`config.mk`:
```
export PLATFORM = sky130hd
export DESIGN_NAME = kli_ram
export DESIGN_NICKNAME = d
export VERILOG_FILES = /design/src/rtl/kli_ram.sv
export SDC_FILE = /design/constraint.sdc
export NUM_CORES = 1
export LEC_CHECK = 0
export BUFFER_PORTS_ARGS = -buffer_cell sky130_fd_sc_hd__buf_2
export CAP_MARGIN = 20
export CORE_ASPECT_RATIO = 0.5
export CORE_MARGIN = 2
export CORE_UTILIZATION = 60
export DETAILED_ROUTE_END_ITERATION = 16
export GPL_ROUTABILITY_DRIVEN = 0
export PLACE_DENSITY = 0.78
export SYNTH_ARGS = -nofsm -noshare
export SYNTH_HDL_FRONTEND = slang
export SYNTH_SLANG_ARGS = --single-unit
```
`constraint.sdc`:
```
create_clock -name clk -period 4.1 [get_ports clk]
set_clock_uncertainty 0.1 [all_clocks]
set_input_delay 0.41 -clock clk [delete_from_list [all_inputs] [get_ports clk]]
set_output_delay 0.41 -clock clk [all_outputs]
set_load 0.01 [all_outputs]
```
`src/rtl/kli_ram.sv`:
```
`timescale 1ns / 1ps
`default_nettype none
// ----------------------------------------------------------------------------
// Generic synchronous RAM
// One write port and one read port with a registered read.
// ----------------------------------------------------------------------------
module kli_ram #(
	parameter int WIDTH = 8,
	parameter int DEPTH = 16
) (
	input  wire logic                                   clk,
	input  wire logic                                   we,
	input  wire logic [(DEPTH > 1 ? $clog2(DEPTH) : 1)-1:0] waddr,
	input  wire logic [WIDTH-1:0]                       wdata,
	input  wire logic                                   re,
	input  wire logic [(DEPTH > 1 ? $clog2(DEPTH) : 1)-1:0] raddr,
	output logic      [WIDTH-1:0]                       rdata
);

	logic [WIDTH-1:0] mem_q [DEPTH];

	// Write port and registered read port.
	always_ff @(posedge clk) begin
		if (we) begin
			mem_q[waddr] <= wdata;
		end
		if (re) begin
			rdata <= mem_q[raddr];
		end
	end

endmodule
`default_nettype wire

```
Word level (Yosys, flattened, before mapping)
Memories as Yosys holds them, arrays and structs flattened. A register that Yosys moved wholly into a read port is not among the register bits.
Cells that the tools add are included.
{"block": "totals", "reg_bits": 0, "ramBits": 128, "input_bits": 19, "output_inout_bits": 8, "wordCells": 3, "mem_count": 1}
{"memory": "mem_q", "words": 16, "word_bits": 8, "read_ports": 1, "rd_ports_with_merged_regs": 1, "write_ports": 1, "line": "20", "rtl": "logic [WIDTH-1:0] mem_q [DEPTH];"}
{"block": "classes", "n_mux": 2}
{"operator": "2-to-1 mux 1 bit", "n": 2}

Longest topological paths before layout
{"block": "depth", "depth_word": 2, "depth_mapped": 5, "mapped_depth_nobuf": 3}

Least setup slack after synthesis
No wires, ideal clock.
{"block": "synth_path", "kind": "in2reg", "start": "input waddr[2] (netlist bit)", "end": "memory mem_q[0][0] (enable)", "setup_time_ns": 0.383, "t_arrival_ns": 1.520, "required_time_ns": 3.617, "setup_slack_ns": 2.097, "stages": 2, "n_path_buf": 0, "cell_sequence": "or3b_2 > nor3_1"}
{"element": "from (decl)", "line": "13", "rtl": "input wire logic [(DEPTH > 1 ? $clog2(DEPTH) : 1)-1:0] waddr,"}
{"element": "to (decl)", "line": "20"}
No word-level cell before the write port.

==> out/metrics.yaml <==
status:
  status: "complete, no violations"
sta:
  finalCriticalPeriod_ps: 2230
  worst_pin_slew_ps: 1020
  whs_ps: 261
  rsz0062_at_grt: "no"
  setup_viol: 0
  tns_ps: 0
  worst_slack_ps: 1870
  min_period_over_period: 0.545
  maxClockFrequency_ghz: 0.448
  relSlewSlack: 0.317
  drv_slew: 0
  hold_viol: 0
clock_tree:
  cts_buffers: 17
  cts.repair.resized: 0
  cts_max_level: 4
  clkTransAtPathRegs_ps: 60
  cts.sinks: 136
  clock_path_buffers: 2
  postCtsSetupRepairBufs: 0
  cts_tree: "done"
  ctsHoldBuffers: 0
  clkLatencyLatePin_ps: 410
  clockRootBuffer: "clkbuf_16"
detailed_routing:
  routed_wl_um: 10900
  routedWlPerCell_um: 27.2
  drc_errors: 0
  first_iter_violations: 285
  firstDrtPassIters: 7
  via_per_inst: 6.53
  vias: 2605
  ant_nets: 0
final_layout:
  diodes: 0
  fill_cells: 505
  area_growth_pct: 14.7
  fin_cells: 399
  multiInputGateArea_um2: 1060
  final_util: 0.698
  drive_above_1_share: 0.262
  nets: 288
  register_area_um2: 4080
  final_cell_area_um2: 6000
placed_design:
  io_buffers: 26
  hpwl_um: 6320
  placed_cell_area_um2: 5460
  place_inst: 367
  dp_slack_ps: 1430
worst_setup_path:
  cp.required_ps: 4160
  worstSetupEndpointType: "flop"
  arrival_ps: 2290
  critical_path_buf_inv_count: 2
  ff2ff_path_depth: 3
  start_kind: "input pin"
  rr_endpoint: "rdata[7]$_DFFE_PP_"
  crit_family: "buffers and inverters"
  regToRegStartpoint: "mem_q[0][7]$_DFFE_PP_"
  crit_path_max_fanout: 23
  slowest_stage: "mux4_1"
  path_class: "input pin to flop"
  worstPathCellList: "buf_2, buf_4, mux4_1, a22oi_1, nand2_1"
  max_stage_delay_ps: 590
  ff2ff_setup_slack_ps: 2350
min_path:
  min_path_cells: 1
  hold_path_startpoint: "re"
  hold_end: "rdata[1]$_DFFE_PP_"
  hold_path_class: "input pin to flop"
global_route:
  antenna_found_initial: 0
  grt_max_degree: 33
  grt_pass1_wl_um: 16300
  grt_pass1_vias: 2681
  grt_use_total: 0.254
  overflow: 0
logic_synthesis:
  syn_inst: 229
  synth_ff_type: "edfxtp_1"
  synthDistinctLibCells: 18
  synth_top_area_frac: 0.781
  synth.area.top_cells: "edfxtp_1 78%, mux4_2 7.8%, mux4_1 7.0%"
  synthesis.nets: 248
  netlist_area_um2: 5230
  yosysMostFrequentCell: "edfxtp_1"
  synthTopCellsByCount: "136 x edfxtp_1, 18 x mux4_2, 16 x a22oi_1"
  synthArstFlopShare: 0
  synth_largest_area_cell: "edfxtp_1"
  ys_seq_area_frac: 0.781
  syn_avg_cell_area_um2: 22.8
  yosys_warnings: 0
  ys_ff_latch: 136
  synth_edf_count: 136
floorplanning:
  die_w_um: 136
  row_count: 24
  dieHeight_um: 70
  ios: 27
  core_um2: 8590
  initial_utilization: 0.609
  die_area_um2: 9520
job:
  max-cap-violations: 0
power_and_ir_drop:
  finalPower_mw: 3.11
  peakVddDrop_mv: 0.313
  cellLeakagePower_nw: 2.00
  power_density_nw_per_um2: 519
## worst max-delay path by stage
stage                   from               endpoint  slack [ps]  depth (start not counted)
floorplan           waddr[2]  mem_q[0][0]$_DFFE_PP_        2100                          2
global placement    raddr[0]     rdata[2]$_DFFE_PP_        1490                          5
detailed placement  raddr[0]     rdata[2]$_DFFE_PP_        1430                          5
CTS                 raddr[0]     rdata[3]$_DFFE_PP_        1850                          5
global route        raddr[0]     rdata[2]$_DFFE_PP_        1770                          5
finish              raddr[0]     rdata[2]$_DFFE_PP_        1870                          5
## worst register-to-register path, cell delays in order, from the launching register on
cell      delay, ps
edfxtp_1        380
mux4_2          460
a22oi_1         430
nand2_1         120
## sequential cells by signal, summed over array words and instances, names as in the netlist
register  cells
rdata         8
mem_q       128
## kinds of logic (layout without fill, tap and decap cells)
family | Yosys count | count (layout) | synth area share
flops | 136 | 136 | 0.781
buf+inv | 10 | 63 | 0.0165
compound gates | 16 | 16 | 0.0230
mux | 32 | 32 | 0.148
simple gates | 35 | 35 | 0.0314
## report_power, final
part	switching [mW]	internal, mW
sequential	0.00931	1.57
clock	0.519	0.872
combinational	0.0869	0.0553
total	0.615	2.50
## layout by cell type, fill, tap and decap left out
| cell type | instances |
|---|---|
| edfxtp_1 | 136 |
| buf_2 | 26 |
| mux4_2 | 18 |
| clkbuf_16 | 17 |
| a22oi_1 | 16 |
| mux4_1 | 14 |
| nor2_1 | 13 |
| nand2_1 | 9 |
| clkinv_1 | 7 |
| buf_4 | 5 |
| nor3_1 | 4 |
| clkinv_2 | 4 |
| nand3b_1 | 2 |
| nand2b_1 | 2 |
| bufinv_16 | 2 |
| nor2b_1 | 1 |
| and2_1 | 1 |
| and2b_1 | 1 |
| nand3_1 | 1 |
| or3b_2 | 1 |
| clkbuf_1 | 1 |
| clkinvlp_4 | 1 |
## metal layers
metal / track usage / routed length, µm / vias up
li1: - / - / 1065
met1: 0.356 / 4320 / 1313
met2: 0.376 / 5160 / 200
met3: 0.0901 / 1150 / 27
met4: 0.0972 / 240 / 0
met5: 0 / 0 / -
## cell type report
| cell class | instances | area share |
|---|---|---|
| clock buffer | 18 | 0.0715 |
| multi-input combinational | 83 | 0.176 |
| tap | 117 | 0.0244 |
| sequential | 136 | 0.681 |
| clock inverter | 14 | 0.0190 |
| timing repair buffer | 31 | 0.0280 |
Power figures use the tool's default switching activity.
