===== src/rtl/kli_div.sv =====
`timescale 1ns / 1ps
`default_nettype none
// ----------------------------------------------------------------------------
// Serial signed divider
// Restoring division, one quotient bit per cycle, truncation toward zero.
// ----------------------------------------------------------------------------
module kli_div #(
	parameter int N_W = 58,
	parameter int D_W = 25
) (
	input  wire logic                  clk,
	input  wire logic                  arst_n,
	input  wire logic                  start,
	input  wire logic signed [N_W-1:0] dividend,
	input  wire logic signed [D_W-1:0] divisor,
	output logic                       done,
	output logic signed [N_W-1:0]      quotient
);

	localparam int CW = $clog2(N_W);

	logic           busy_q;
	logic           done_q;
	logic [CW-1:0]  cnt_q;
	logic [N_W-1:0] dvd_q;
	logic [D_W-1:0] rem_q;
	logic [D_W-1:0] dvs_q;
	logic           neg_q;
	logic [D_W:0]   rem_sh;
	logic [D_W+1:0] diff;

	// Trial subtraction for the current bit.
	always_comb begin
		rem_sh = {rem_q, dvd_q[N_W-1]};
		diff   = {1'b0, rem_sh} - {2'b00, dvs_q};
	end

	// Control of the iteration.
	always_ff @(posedge clk or negedge arst_n) begin
		if (!arst_n) begin
			busy_q <= 1'b0;
			done_q <= 1'b0;
			cnt_q  <= '0;
		end else begin
			done_q <= 1'b0;
			if (start) begin
				busy_q <= 1'b1;
				cnt_q  <= CW'(N_W - 1);
			end else if (busy_q) begin
				cnt_q <= cnt_q - 1'b1;
				if (cnt_q == '0) begin
					busy_q <= 1'b0;
					done_q <= 1'b1;
				end
			end
		end
	end

	// Operand magnitudes and the shifting quotient.
	always_ff @(posedge clk) begin
		if (start) begin
			dvd_q <= dividend[N_W-1] ? N_W'(-dividend) : N_W'(dividend);
			dvs_q <= divisor[D_W-1] ? D_W'(-divisor) : D_W'(divisor);
			rem_q <= '0;
			neg_q <= dividend[N_W-1] ^ divisor[D_W-1];
		end else if (busy_q) begin
			dvd_q <= {dvd_q[N_W-2:0], ~diff[D_W+1]};
			rem_q <= diff[D_W+1] ? rem_sh[D_W-1:0] : diff[D_W-1:0];
		end
	end

	assign done     = done_q;
	assign quotient = neg_q ? -$signed(dvd_q) : $signed(dvd_q);

endmodule
`default_nettype wire


===== config.mk =====
export PLATFORM = sky130hd
export DESIGN_NAME = kli_div
export DESIGN_NICKNAME = d
export VERILOG_FILES = /design/src/rtl/kli_div.sv
export SDC_FILE = /design/constraint.sdc
export NUM_CORES = 1
export LEC_CHECK = 0
export BUFFER_PORTS_ARGS = -buffer_cell sky130_fd_sc_hd__buf_4
export CORE_MARGIN = 3
export CORE_UTILIZATION = 61
export CTS_CLUSTER_DIAMETER = 60
export CTS_CLUSTER_SIZE = 12
export DETAILED_ROUTE_END_ITERATION = 7
export PLACE_DENSITY = 0.89
export SLEW_MARGIN = 20
export SYNTH_ARGS = -nofsm -noshare
export SYNTH_HDL_FRONTEND = slang
export SYNTH_SLANG_ARGS = --single-unit

===== constraint.sdc =====
create_clock -name clk -period 6.4 [get_ports clk]
set_input_delay 1.6 -clock clk [delete_from_list [all_inputs] [get_ports clk]]
set_output_delay 1.6 -clock clk [all_outputs]
set_load 0.01 [all_outputs]

==> Yosys cells after proc, flatten, opt, wreduce, memory -nomap -nowiden <==
Index checks and enable logic that the tools add are counted.
{ "word_totals": {"ff_bits": 117, "latch_bits": 0, "ram_bits": 0, "rom_bits": 0, "inputBits": 86, "output_inout_bits": 59, "word_cells": 31, "mem_count": 0} }
{ "classes": {"n_addsub": 5, "multipliers": 0, "n_div": 0, "n_lt_le_gt_ge": 0, "eq_ne": 0, "shift": 0, "mux": 14, "bitwise": 2, "n_reduce_logical": 2} }
{ "op_table": {"columns": ["operator", "count"], "rows": [
  ["$mux W58", 4],
  ["$neg A58 Y58", 2],
  ["$sub A26 B25 Y27", 1],
  ["$mux W25", 1],
  ["$neg A25 Y25", 1],
  ["$mux W24", 1],
  ["$mux W6", 2],
  ["$logic_not A6 Y1", 1],
  ["$mux W1", 6],
  ["$sub A6 B1 Y6 const B", 1],
  ["$reduce_bool A2 Y1", 1],
  ["$not A1 Y1", 1],
  ["$xor A1 B1 Y1", 1]
]} }

==> Longest topological paths before layout <==
Gate-level depths: netlist of run 1.
{ "depth": {"depth_word": 4, "depth_mapped": 14, "ltp_nobuf": 12} }

==> Worst setup path after synthesis of run 1 <==
No wires, ideal clock.
{ "synth_timing": {"path_type": "register to output", "start": "register dvd_q[40]", "end": "output quotient[50]", "t_arrival_ns": 2.798, "required_ns": 4.800, "path_slack_ns": 2.002, "path_stages_with_launch": 8, "path_buffers": 0, "cell_sequence": "edfxtp_1 > or4_4 > or4_4 > or3_4 > or4_4 > or3_4 > o21ai_2 > xnor2_1"} }
{ "synth_via": {"elab_chain_cells": 2} }
{ "synth_rtl": {"columns": ["element", "line", "text"], "rows": [
  ["start: declaration", "25", "logic [N_W-1:0] dvd_q;"],
  ["start signal: assignment", "62", "dvd_q <= dividend[N_W-1] ? N_W'(-dividend) : N_W'(dividend);"],
  ["start signal: assignment", "67", "dvd_q <= {dvd_q[N_W-2:0], ~diff[D_W+1]};"],
  ["$neg A58 Y58", "73", "assign quotient = neg_q ? -$signed(dvd_q) : $signed(dvd_q);"],
  ["$mux W58", "73", null],
  ["end: declaration", "17", "output logic signed [N_W-1:0] quotient"]
]} }
Every way passes these cells.

==> Worst setup path in the final report of run 1 <==
{ "layout_timing": {"start": "register dvd_q[5]", "end": "output quotient[57]"} }
Same word-level chain as after synthesis.

==> impl_metrics.tcl, run 1 <==
set metrics [dict create \
    rsz0062_at_grt "no" \
    synth_compound_area_share_pct 18.77 \
    rows 43 \
    multi_input_comb_area_um2 5250 \
    die_w_um 126.2 \
    r2r_cells 13 \
    grt_usage_pct 27.22 \
    synth_top_family_by_area "compound AO/OA/AOI/OAI gates" \
    insertion_delay_ns 0.42 \
    path_max_fanout 7 \
    cp.arrival_ns 3.58 \
    seqPwrFrac_pct 33.6 \
    holdWs_ns 0.4873 \
    ctsHoldBuffers 0 \
    timing.hold.worst.start "rem_q[24]" \
    grt_pass1_vias 7321 \
    final-hold-violation-count 0 \
    crit_required_ns 4.80 \
    hold_path_end "rem_q[24]" \
    crit_slowest_cell "or4_1" \
    cts_sinks 117 \
    comb_power_share_pct 37.6 \
    clkTransAtPathRegs_ns 0.05 \
    ys_seq_elements 117 \
    synth_nets 1104 \
    syn_area_per_cell_um2 8.923 \
    fillers 996 \
    synth-xor-area-share_pct 15.81 \
    final.setup.tns_ns 0 \
    hp-class "flop to flop" \
    start_util_pct 62.96 \
    maxSlewHeadroom_pct 39.32 \
    synth_edf_count 84 \
    rr_startpoint "dvd_q[57]" \
    fin_skew_ns 0.01367 \
    tightest_slew_ns 0.9103 \
    yosys.area_share.simple_pct 18.11 \
    synthArstFlopShare_pct 6.838 \
    wl_per_cell_um 17.07 \
    num_vias 8054 \
    r2r_slack_ns 2.76 \
    instances_no_fill 1302 \
    seq_area_um2 3223 \
    start_kind "flop" \
    fin_crit_sh_pct 80.99 \
    dieArea_um2 15920 \
    cts_tree "yes" \
    synthAdderAreaFrac_pct 4.489 \
    yosysSeqAreaShare_pct 36.60 \
    cts.repair.resized 0 \
    synth_mux_area_share_pct 2.429 \
    antenna_left 0 \
    post_cts_buffers 0 \
    cp_cell_sequence "or4_1 > nor4_2 > nand3_1 > or2_1 > or3_1 > nor4_1 > a21boi_0 > xnor2_1 > buf_4" \
    io_pins 145 \
    htree_levels 4 \
    nets 1226 \
    synth_top_area_share_pct 28.64 \
    routed_wirelength_mm 22.23 \
    port_buffers 144 \
    outcome "finished, final reports clean" \
    max_stage_delay_ns 0.61 \
    slew_viol_final 0 \
    syn_inst 987 \
    root_buffer "clkbuf_16" \
    fin_area_um2 10550 \
    clk_path_buf_depth 2 \
    drv_cap 0 \
    fin_util_pct 75.45 \
    synth_area_leader_cell "edfxtp_1" \
    power.switching_fraction_pct 34.30 \
    clockPowerShare_pct 28.9 \
    post-place-cells 1270 \
    n_antenna_cell 0 \
    power.density_nw_per_um2 310.8 \
    yosysWarnings 0 \
    fin_crit_ns 5.183 \
    setup_viol 0 \
    grt-ovfl-total 0 \
    ys_types 63 \
    gp_congestion 0.9173 \
    synth_flop_cell "edfxtp_1" \
    min_path_cells 2 \
    drive_gt1_share_pct 18.63 \
    drc 0 \
    synth.cells.most_frequent "nor2_1 (101), xnor2_1 (90), edfxtp_1 (84)" \
    drt_pass1_iterations 7 \
    post_dp_cell_area_um2 9971 \
    drt_iter0_drc 884 \
    area_delta_synth_final_pct 19.83 \
    p_leak_nw 4.262 \
    synth.most_common_cell "nor2_1" \
    worstSetupPathType "flop to output pin" \
    end_kind "output pin" \
    p_int_w 0.002155 \
    grt_max_degree 89 \
    die_h_um 126.2 \
    cts_buffers 17 \
    hpwlAfterDp_mm 15.79 \
    grt_pass1_wl_mm 35.63 \
    syn_area_um2 8807 \
    core-area_um2 13990 \
    power.switching_w 0.001125 \
    fmax_mhz 192.9 \
    r2r_end "rem_q[13]" \
    synth.area.top_cells "edfxtp_1 (29%), xnor2_1 (9.0%), xor2_1 (6.9%), dfxtp_1 (5.7%), a21oi_1 (4.7%)" \
    peakVddDrop_v 0.0002196 \
    antenna_found_initial 0 \
    vias_per_cell 6.186 \
]
==> logic make-up (layout without fill, tap and decap cells) <==
family | count (synthesis) | in the layout
compound gates | 257 | 257
xor+xnor | 159 | 159
fa+ha+maj | 31 | 31
buf+inv | 87 | 222
flops | 117 | 117
mux | 21 | 21
simple gates | 315 | 315
==> power groups by stage <==
stage	Sequential [W]	Combinational [W]	Clock, W
floorplan	0.00106	0.000865	0
finish	0.00110	0.00123	0.000947
global route	0.00112	0.00135	0.000983
detailed placement	0.00110	0.00121	0
CTS	0.00109	0.00122	0.000949
global placement	0.00110	0.00117	0
==> layout make-up <==
type | count | share of cell area, %
inverter | 41 | 1.458
clock buffer | 20 | 4.232
timing repair buffer | 149 | 10.60
multi-input combinational | 783 | 49.75
tap | 180 | 2.134
sequential | 117 | 30.54
clock inverter | 12 | 1.292
==> metal layers <==
metal,up-vias,GRT usage [%],wire length [um]
li1,3861,-,-
met1,3723,38.04,9547
met2,433,42.69,10190
met3,37,5.725,2076
met4,0,8.517,421
met5,-,0,0
==> registers in the layout (all words and copies together) (netlist names) <==
signal	count
neg_q	1
busy_q	1
dvs_q	25
done	1
rem_q	25
dvd_q	58
cnt_q	6
==> placed cells by master, fill, tap and decap left out, drive strengths merged, types with 3 or more instances in the layout <==
| master | netlist | layout |
|---|---|---|
| a211oi | 19 | 19 |
| mux2i | 18 | 18 |
| o41ai | 24 | 24 |
| ha | 30 | 30 |
| nor2b | 5 | 5 |
| dfxtp | 25 | 25 |
| clkbuf | 36 | 20 |
| a31oi | 5 | 5 |
| nor4 | 11 | 11 |
| a2111oi | 4 | 4 |
| or2 | 12 | 12 |
| a21o | 10 | 10 |
| or3 | 22 | 22 |
| clkinv | 0 | 7 |
| nand2b | 16 | 16 |
| inv | 41 | 41 |
| edfxtp | 84 | 84 |
| nand2 | 71 | 71 |
| o21ai | 55 | 55 |
| buf | 10 | 149 |
| o211ai | 4 | 4 |
| a21boi | 3 | 3 |
| and3 | 6 | 6 |
| dfrtp | 8 | 8 |
| nor2 | 101 | 101 |
| nor3 | 14 | 14 |
| and2 | 5 | 5 |
| xor2 | 69 | 69 |
| or4 | 19 | 19 |
| nand4 | 6 | 6 |
| nor3b | 3 | 3 |
| bufinv | 0 | 3 |
| a21oi | 83 | 83 |
| nand3 | 16 | 16 |
| mux2 | 3 | 3 |
| o31ai | 36 | 36 |
| xnor2 | 90 | 90 |
==> critical path, delay by kind of cell (launching register included) <==
family	cells	cell delay, ns
compound gates	1	0.15
xor+xnor	1	0.17
buf+inv	1	0.16
flops	1	0.44
simple gates	6	2.27
==> worst max path at each step <==
stage | endpoint | from | cells past startpoint | slack [ns]
floorplan | quotient[50] | dvd_q[40] | 7 | 2.00
global placement | dvd_q[52] | dividend[0] | 11 | 1.55
detailed placement | dvd_q[52] | dividend[0] | 11 | 1.48
CTS | quotient[57] | dvd_q[5] | 9 | 1.26
global route | quotient[48] | dvd_q[5] | 8 | 1.08
finish | quotient[57] | dvd_q[5] | 9 | 1.22
==> stage by stage <==
step / setup slack, ns / total power [W]
after floorplan: 2.002 / 0.001926
after detailed placement: 1.478 / 0.002311
final: 1.217 / 0.003280
after global routing: 1.081 / 0.003449
after global placement: 1.551 / 0.002273
after CTS: 1.257 / 0.003266
Power figures use the tool's default switching activity.
==> run 2: changes to the inputs <==
--- a/config.mk
+++ b/config.mk
@@ -5,13 +5,14 @@
 export SDC_FILE = /design/constraint.sdc
 export NUM_CORES = 1
 export LEC_CHECK = 0
+export ABC_AREA = 1
 export BUFFER_PORTS_ARGS = -buffer_cell sky130_fd_sc_hd__buf_4
 export CORE_MARGIN = 3
-export CORE_UTILIZATION = 61
+export CORE_UTILIZATION = 54
 export CTS_CLUSTER_DIAMETER = 60
 export CTS_CLUSTER_SIZE = 12
 export DETAILED_ROUTE_END_ITERATION = 7
-export PLACE_DENSITY = 0.89
+export PLACE_DENSITY = 0.82
 export SLEW_MARGIN = 20
 export SYNTH_ARGS = -nofsm -noshare
 export SYNTH_HDL_FRONTEND = slang
==> constraint.sdc (replaced) <==
create_clock -name clk -period 4.3 [get_ports clk]
set_input_delay 1.075 -clock clk [delete_from_list [all_inputs] [get_ports clk]]
set_output_delay 1.075 -clock clk [all_outputs]
set_load 0.01 [all_outputs]
==> impl_metrics.tcl, run 2 <==
set metrics [dict create \
    outcome "finished, final reports clean" \
    rr_startpoint "dvs_q[13]" \
    cts_buffers 17 \
    ys_types 45 \
    post_dp_cell_area_um2 12680 \
    synth.area.top_cells "edfxtp_1 (22%), nand2_1 (22%), inv_1 (8.2%), nor2_1 (8.1%), nand3_1 (6.7%)" \
    slew_viol_final 0 \
    hp-class "input pin to asynchronous set/reset pin" \
    gp_congestion 1.006 \
    drt_pass1_iterations 6 \
    fin_crit_ns 3.764 \
    maxSlewHeadroom_pct 38.63 \
    insertion_delay_ns 0.43 \
    layout_common_cells "nand2_1 (656), inv_1 (248), nor2_1 (245)" \
    yosys.area_share.simple_pct 44.09 \
    antenna_found_initial 0 \
    r2r_end "dvd_q[0]" \
    die_h_um 151.2 \
    cpMostUsedCell "nand3_2" \
    r2r_cells 12 \
    area_delta_synth_final_pct 16.61 \
    synth_nets 1978 \
    drv_cap 0 \
    tightest_slew_ns 0.9186 \
    syn_area_um2 11390 \
    grt_pass1_vias 10970 \
    fmax_mhz 265.7 \
    drt_iter0_drc 1512 \
    path_max_fanout 7 \
    synth.most_common_cell "nand2_1" \
    crit_slowest_cell "edfxtp_1" \
    yosysWarnings 0 \
    synth_top_area_share_pct 22.14 \
    syn_area_per_cell_um2 6.121 \
    grt-ovfl-total 0 \
    cts_tree "yes" \
    synth-xor-area-share_pct 7.843 \
    antenna_left 0 \
    dr_wl_met2_mm 15.12 \
    num_vias 12510 \
    synth_area_leader_cell "edfxtp_1" \
    synth.cells.most_frequent "nand2_1 (656), inv_1 (249), nor2_1 (245)" \
    setup_viol 0 \
    cp_cell_sequence "inv_1 > ha_1 > nand3_2 > nor2_2 > nand3_2 > o21ai_2 > o21ai_1 > xor2_1 > buf_4" \
    grt_max_degree 70 \
    cts.repair.resized 0 \
    start_util_pct 55.58 \
    crit_required_ns 3.22 \
    core-area_um2 20490 \
    top_regs "dvd_q x58, dvs_q x25, rem_q x25" \
    clk_path_buf_depth 2 \
    dieArea_um2 22870 \
    io_pins 145 \
    ctsHoldBuffers 0 \
    worstSetupPathType "flop to output pin" \
    peakVddDrop_v 0.0002545 \
    end_kind "output pin" \
    clkTransAtPathRegs_ns 0.06 \
    synth_top_family_by_area "simple AND/OR/NAND/NOR gates" \
    synthAdderAreaFrac_pct 3.471 \
    top_layer_used "met4" \
    wl_per_cell_um 16.24 \
    ys_seq_elements 117 \
    met1Wirelength_mm 16.72 \
    cts_sinks 117 \
    synth_mux_area_share_pct 0 \
    hpwlAfterDp_mm 28.80 \
    rsz0062_at_grt "no" \
    fin_skew_ns 0.01295 \
    p_leak_nw 6.558 \
    fin_crit_sh_pct 87.52 \
    holdWs_ns 0.4498 \
    final.setup.tns_ns 0 \
    rows 52 \
    r2r_slack_ns 1.28 \
    nets 2109 \
    n_antenna_cell 0 \
    root_buffer "clkbuf_16" \
    grt_pass1_wl_mm 57.73 \
    synth_edf_count 84 \
    vias_per_cell 5.500 \
    post_cts_buffers 0 \
    top_register "dvd_q" \
    final_common_cell "nand2_1" \
    routed_wirelength_mm 36.95 \
    start_kind "flop" \
    final-hold-violation-count 0 \
    port_buffers 144 \
    drc 0 \
    syn_inst 1861 \
    yosysSeqAreaShare_pct 28.30 \
    synth_flop_cell "edfxtp_1" \
    htree_levels 4 \
    largest_register_ffs 58 \
    synth_compound_area_share_pct 6.074 \
    drive_gt1_share_pct 11.72 \
    fin_area_um2 13280 \
    power.density_nw_per_um2 438.8 \
    routed-wl-met3_mm 4.415 \
    synthArstFlopShare_pct 6.838 \
    max_stage_delay_ns 0.39 \
    grt_usage_pct 32.24 \
    cp.arrival_ns 2.69 \
    die_w_um 151.2 \
]
run 2: cell count changes after synthesis, sizes merged, moves of 19 or more:
cell    change
a21oi      -52
o41ai      -24
a211oi     -19
nor2      +161
o21ai      +36
nand3b     +28
inv       +217
or3        -22
or4        -19
xnor2      -65
nand2     +593
o31ai      -35
nand4      +32
nand3     +140
run 2: metrics by stage:
step | cells | utilization, % | total power [W] | setup WS (ns)
global route | 2275 | 64.81 | 0.006238 | 0.3898
global placement | 2243 | 61.86 | 0.004252 | 1.136
CTS | 2275 | 64.81 | 0.005771 | 0.5658
detailed placement | 2243 | 61.86 | 0.004311 | 1.033
finish | 2275 | 64.81 | 0.005828 | 0.5365
floorplan | 1861 | - | 0.003518 | 1.527
run 2: cell families after synthesis:
kind of cell	after synthesis
compound gates	130
flops	117
xor+xnor	102
simple gates	1181
buf+inv	300
fa+ha+maj	31
run 2: cell type report:
| class | count | area, um^2 |
|---|---|---|
| clock inverters | 10 | 76.32 |
| fillers | 1946 | 7212 |
| multi-input cells | 1444 | 7003 |
| repair buffers | 151 | 1134 |
| clock buffers | 22 | 529.3 |
| inverters | 261 | 979.7 |
| flip-flops and latches | 117 | 3223 |
| well taps | 270 | 337.8 |
run 2: report_power, final:
group | internal [W] | switching, W
clock | 0.000884 | 0.000563
combinational | 0.000999 | 0.00176
sequential | 0.00144 | 0.000186
total | 0.00332 | 0.00251
run 2: layer usage:
layer | track usage [%] | vias up
li1 | - | 6149
met1 | 50.13 | 5637
met2 | 45.63 | 669
met3 | 6.433 | 58
met4 | 7.434 | 0
met5 | 0 | -
run 2: worst max-delay path, delay by kind of cell (launching register included):
family                     cells  cell delay (ns)
and+or+nand+nor                3             0.51
AOI/OAI and AO/OA              2             0.51
DFF                            1             0.39
buffers and inverters          2             0.33
xor gates and xnor gates       1             0.27
adders and majority gates      1             0.24
run 2: worst max-delay path by stage:
stage                        start            to  slack (ns)
after floorplan           dvd_q[0]  quotient[32]        1.53
after global placement    dvd_q[0]  quotient[22]        1.14
after detailed placement  dvd_q[0]  quotient[22]        1.03
after CTS                 dvd_q[0]  quotient[22]        0.57
after global routing      dvd_q[0]  quotient[22]        0.39
final                     dvd_q[0]  quotient[22]        0.54
==> run 3: changes to the inputs <==
--- a/config.mk
+++ b/config.mk
@@ -7,12 +7,14 @@
 export LEC_CHECK = 0
 export ABC_AREA = 1
 export BUFFER_PORTS_ARGS = -buffer_cell sky130_fd_sc_hd__buf_4
+export CELL_PAD_IN_SITES_DETAIL_PLACEMENT = 0
+export CELL_PAD_IN_SITES_GLOBAL_PLACEMENT = 1
 export CORE_MARGIN = 3
-export CORE_UTILIZATION = 54
+export CORE_UTILIZATION = 38
 export CTS_CLUSTER_DIAMETER = 60
 export CTS_CLUSTER_SIZE = 12
 export DETAILED_ROUTE_END_ITERATION = 7
-export PLACE_DENSITY = 0.82
+export PLACE_DENSITY = 0.83
 export SLEW_MARGIN = 20
 export SYNTH_ARGS = -nofsm -noshare
 export SYNTH_HDL_FRONTEND = slang
==> impl_metrics.tcl, run 3 (synthesized netlist as in run 2, its figures left out) <==
set metrics [dict create \
    hp-class "input pin to asynchronous set/reset pin" \
    htree_levels 4 \
    top_layer_used "met4" \
    r2r_cells 10 \
    fin_util_pct 46.00 \
    ctsHoldBuffers 0 \
    wl_per_cell_um 16.89 \
    cts_tree "yes" \
    top_regs "dvd_q x58, dvs_q x25, rem_q x25" \
    routed_wirelength_mm 40.37 \
    gp_congestion 0.9505 \
    r2r_end "dvd_q[0]" \
    drc 0 \
    cpMostUsedCell "nand3_2" \
    cts.repair.resized 0 \
    antenna_found_initial 0 \
    fmax_mhz 258.3 \
    path_max_fanout 7 \
    end_kind "output pin" \
    routed-wl-met3_mm 3.127 \
    p_leak_nw 6.522 \
    post-place-ws_ns 0.8924 \
    tightest_slew_ns 0.8947 \
    drt_iter0_drc 1182 \
    hpwlAfterDp_mm 32.53 \
    startpoint "dvd_q[0]" \
    fin_ws_ns 0.4289 \
    drive_gt1_share_pct 11.91 \
    layout_common_cells "nand2_1 (656), inv_1 (248), nor2_1 (245)" \
    insertion_delay_ns 0.42 \
    grt_pass1_wl_mm 62.04 \
    final.setup.tns_ns 0 \
    seqPwrFrac_pct 28.1 \
    post_cts_buffers 0 \
    rr_startpoint "dvd_q[57]" \
    cp.arrival_ns 2.80 \
    largest_register_ffs 58 \
    port_buffers 144 \
    endpoint "quotient[22]" \
    max_stage_delay_ns 0.40 \
    grt_pass1_vias 11070 \
    fin_crit_sh_pct 90.03 \
    grt_max_degree 68 \
    worstSetupPathType "flop to output pin" \
    area_delta_synth_final_pct 17.49 \
    die_w_um 179.1 \
    cp_num_cells 9 \
    power.density_nw_per_um2 431.2 \
    power.switching_w 0.002576 \
    rsz0062_at_grt "no" \
    dieArea_um2 32090 \
    peakVddDrop_v 0.0002718 \
    die_h_um 179.1 \
    root_buffer "clkbuf_16" \
    cts_buffers 17 \
    n_antenna_cell 0 \
    cp_num_buf_inv 2 \
    nets 2111 \
    comb_power_share_pct 48.7 \
    vias_per_cell 5.087 \
    drv_cap 0 \
    cts_sinks 117 \
    cp_cell_sequence "inv_1 > ha_1 > nand3_2 > nor2_2 > nand3_2 > o21ai_2 > o21ai_1 > xor2_1 > buf_4" \
    slew_viol_final 0 \
    fin_crit_ns 3.871 \
    final-hold-violation-count 0 \
    grt-ovfl-total 0 \
    dr_wl_met2_mm 16.50 \
    top_register "dvd_q" \
    fin_skew_ns 0.01149 \
    drt_pass1_iterations 5 \
    clk_path_buf_depth 2 \
    clkTransAtPathRegs_ns 0.06 \
    path_delay_family "simple AND/OR/NAND/NOR gates" \
    num_vias 12160 \
    antenna_left 0 \
    start_kind "flop" \
    start_util_pct 39.16 \
    clockPowerShare_pct 23.2 \
    grt_usage_pct 25.12 \
    final_common_cell "nand2_1" \
    setup_viol 0 \
    met1Wirelength_mm 20.12 \
    r2r_slack_ns 1.49 \
    maxSlewHeadroom_pct 40.35 \
    core-area_um2 29090 \
    power.switching_fraction_pct 44.63 \
    crit_slowest_cell "o21ai_2" \
    io_pins 145 \
    rows 62 \
    outcome "finished, final reports clean" \
    p_int_w 0.003195 \
    crit_required_ns 3.22 \
]
## run 3: cell count changes in the layout (fill, tap and decap cells not counted), sizes merged
cell / before / now
buf: 151 / 153
clkinvlp: 0 / 5
clkbuf: 22 / 17
inv: 264 / 265
clkinv: 7 / 6
## run 3: layer usage
layer	up-vias	GRT usage [%]
li1	6147	-
met1	5545	39.48
met2	427	35.79
met3	45	3.918
met4	0	5.380
met5	-	0
## run 3: worst min path at each step
stage          slack, ns       from  cells past startpoint        end
2_1_floorplan       0.44  rem_q[10]                      2  rem_q[10]
3_5_place_dp        0.46  rem_q[13]                      2  rem_q[13]
4_1_cts             0.46     arst_n                      1       done
5_1_grt             0.46     arst_n                      1       done
6_report            0.47     arst_n                      1       done
3_3_place_gp        0.46  rem_q[13]                      2  rem_q[13]
## run 3: metrics by stage
stage	hold WS [ns]	power (W)	instance area (um^2)	cells
2_1_floorplan	0.4433	0.003518	11390	1861
6_report	0.4658	0.005771	13380	2391
5_1_grt	0.4617	0.006228	13380	2391
3_3_place_gp	0.4565	0.004390	12830	2359
4_1_cts	0.4578	0.005764	13380	2391
3_5_place_dp	0.4590	0.004413	12830	2359
## run 3: layout make-up
| cell class | instances | area (um^2) |
|---|---|---|
| Clock buffer | 17 | 425.4 |
| Clock inverter | 15 | 122.6 |
| Fill cell | 3214 | 15710 |
| Inverter | 261 | 979.7 |
| Multi-Input combinational cell | 1444 | 7003 |
| Sequential cell | 117 | 3223 |
| Tap cell | 384 | 480.5 |
| Timing Repair Buffer | 153 | 1149 |
## run 3: power by group through the flow
| stage | combinational (W) | sequential (W) | clock [W] |
|---|---|---|---|
| floorplan | 0.00195 | 0.00157 | 0 |
| global placement | 0.00275 | 0.00164 | 0 |
| detailed placement | 0.00277 | 0.00164 | 0 |
| CTS | 0.00279 | 0.00162 | 0.00136 |
| global route | 0.00317 | 0.00165 | 0.00141 |
| finish | 0.00281 | 0.00162 | 0.00134 |
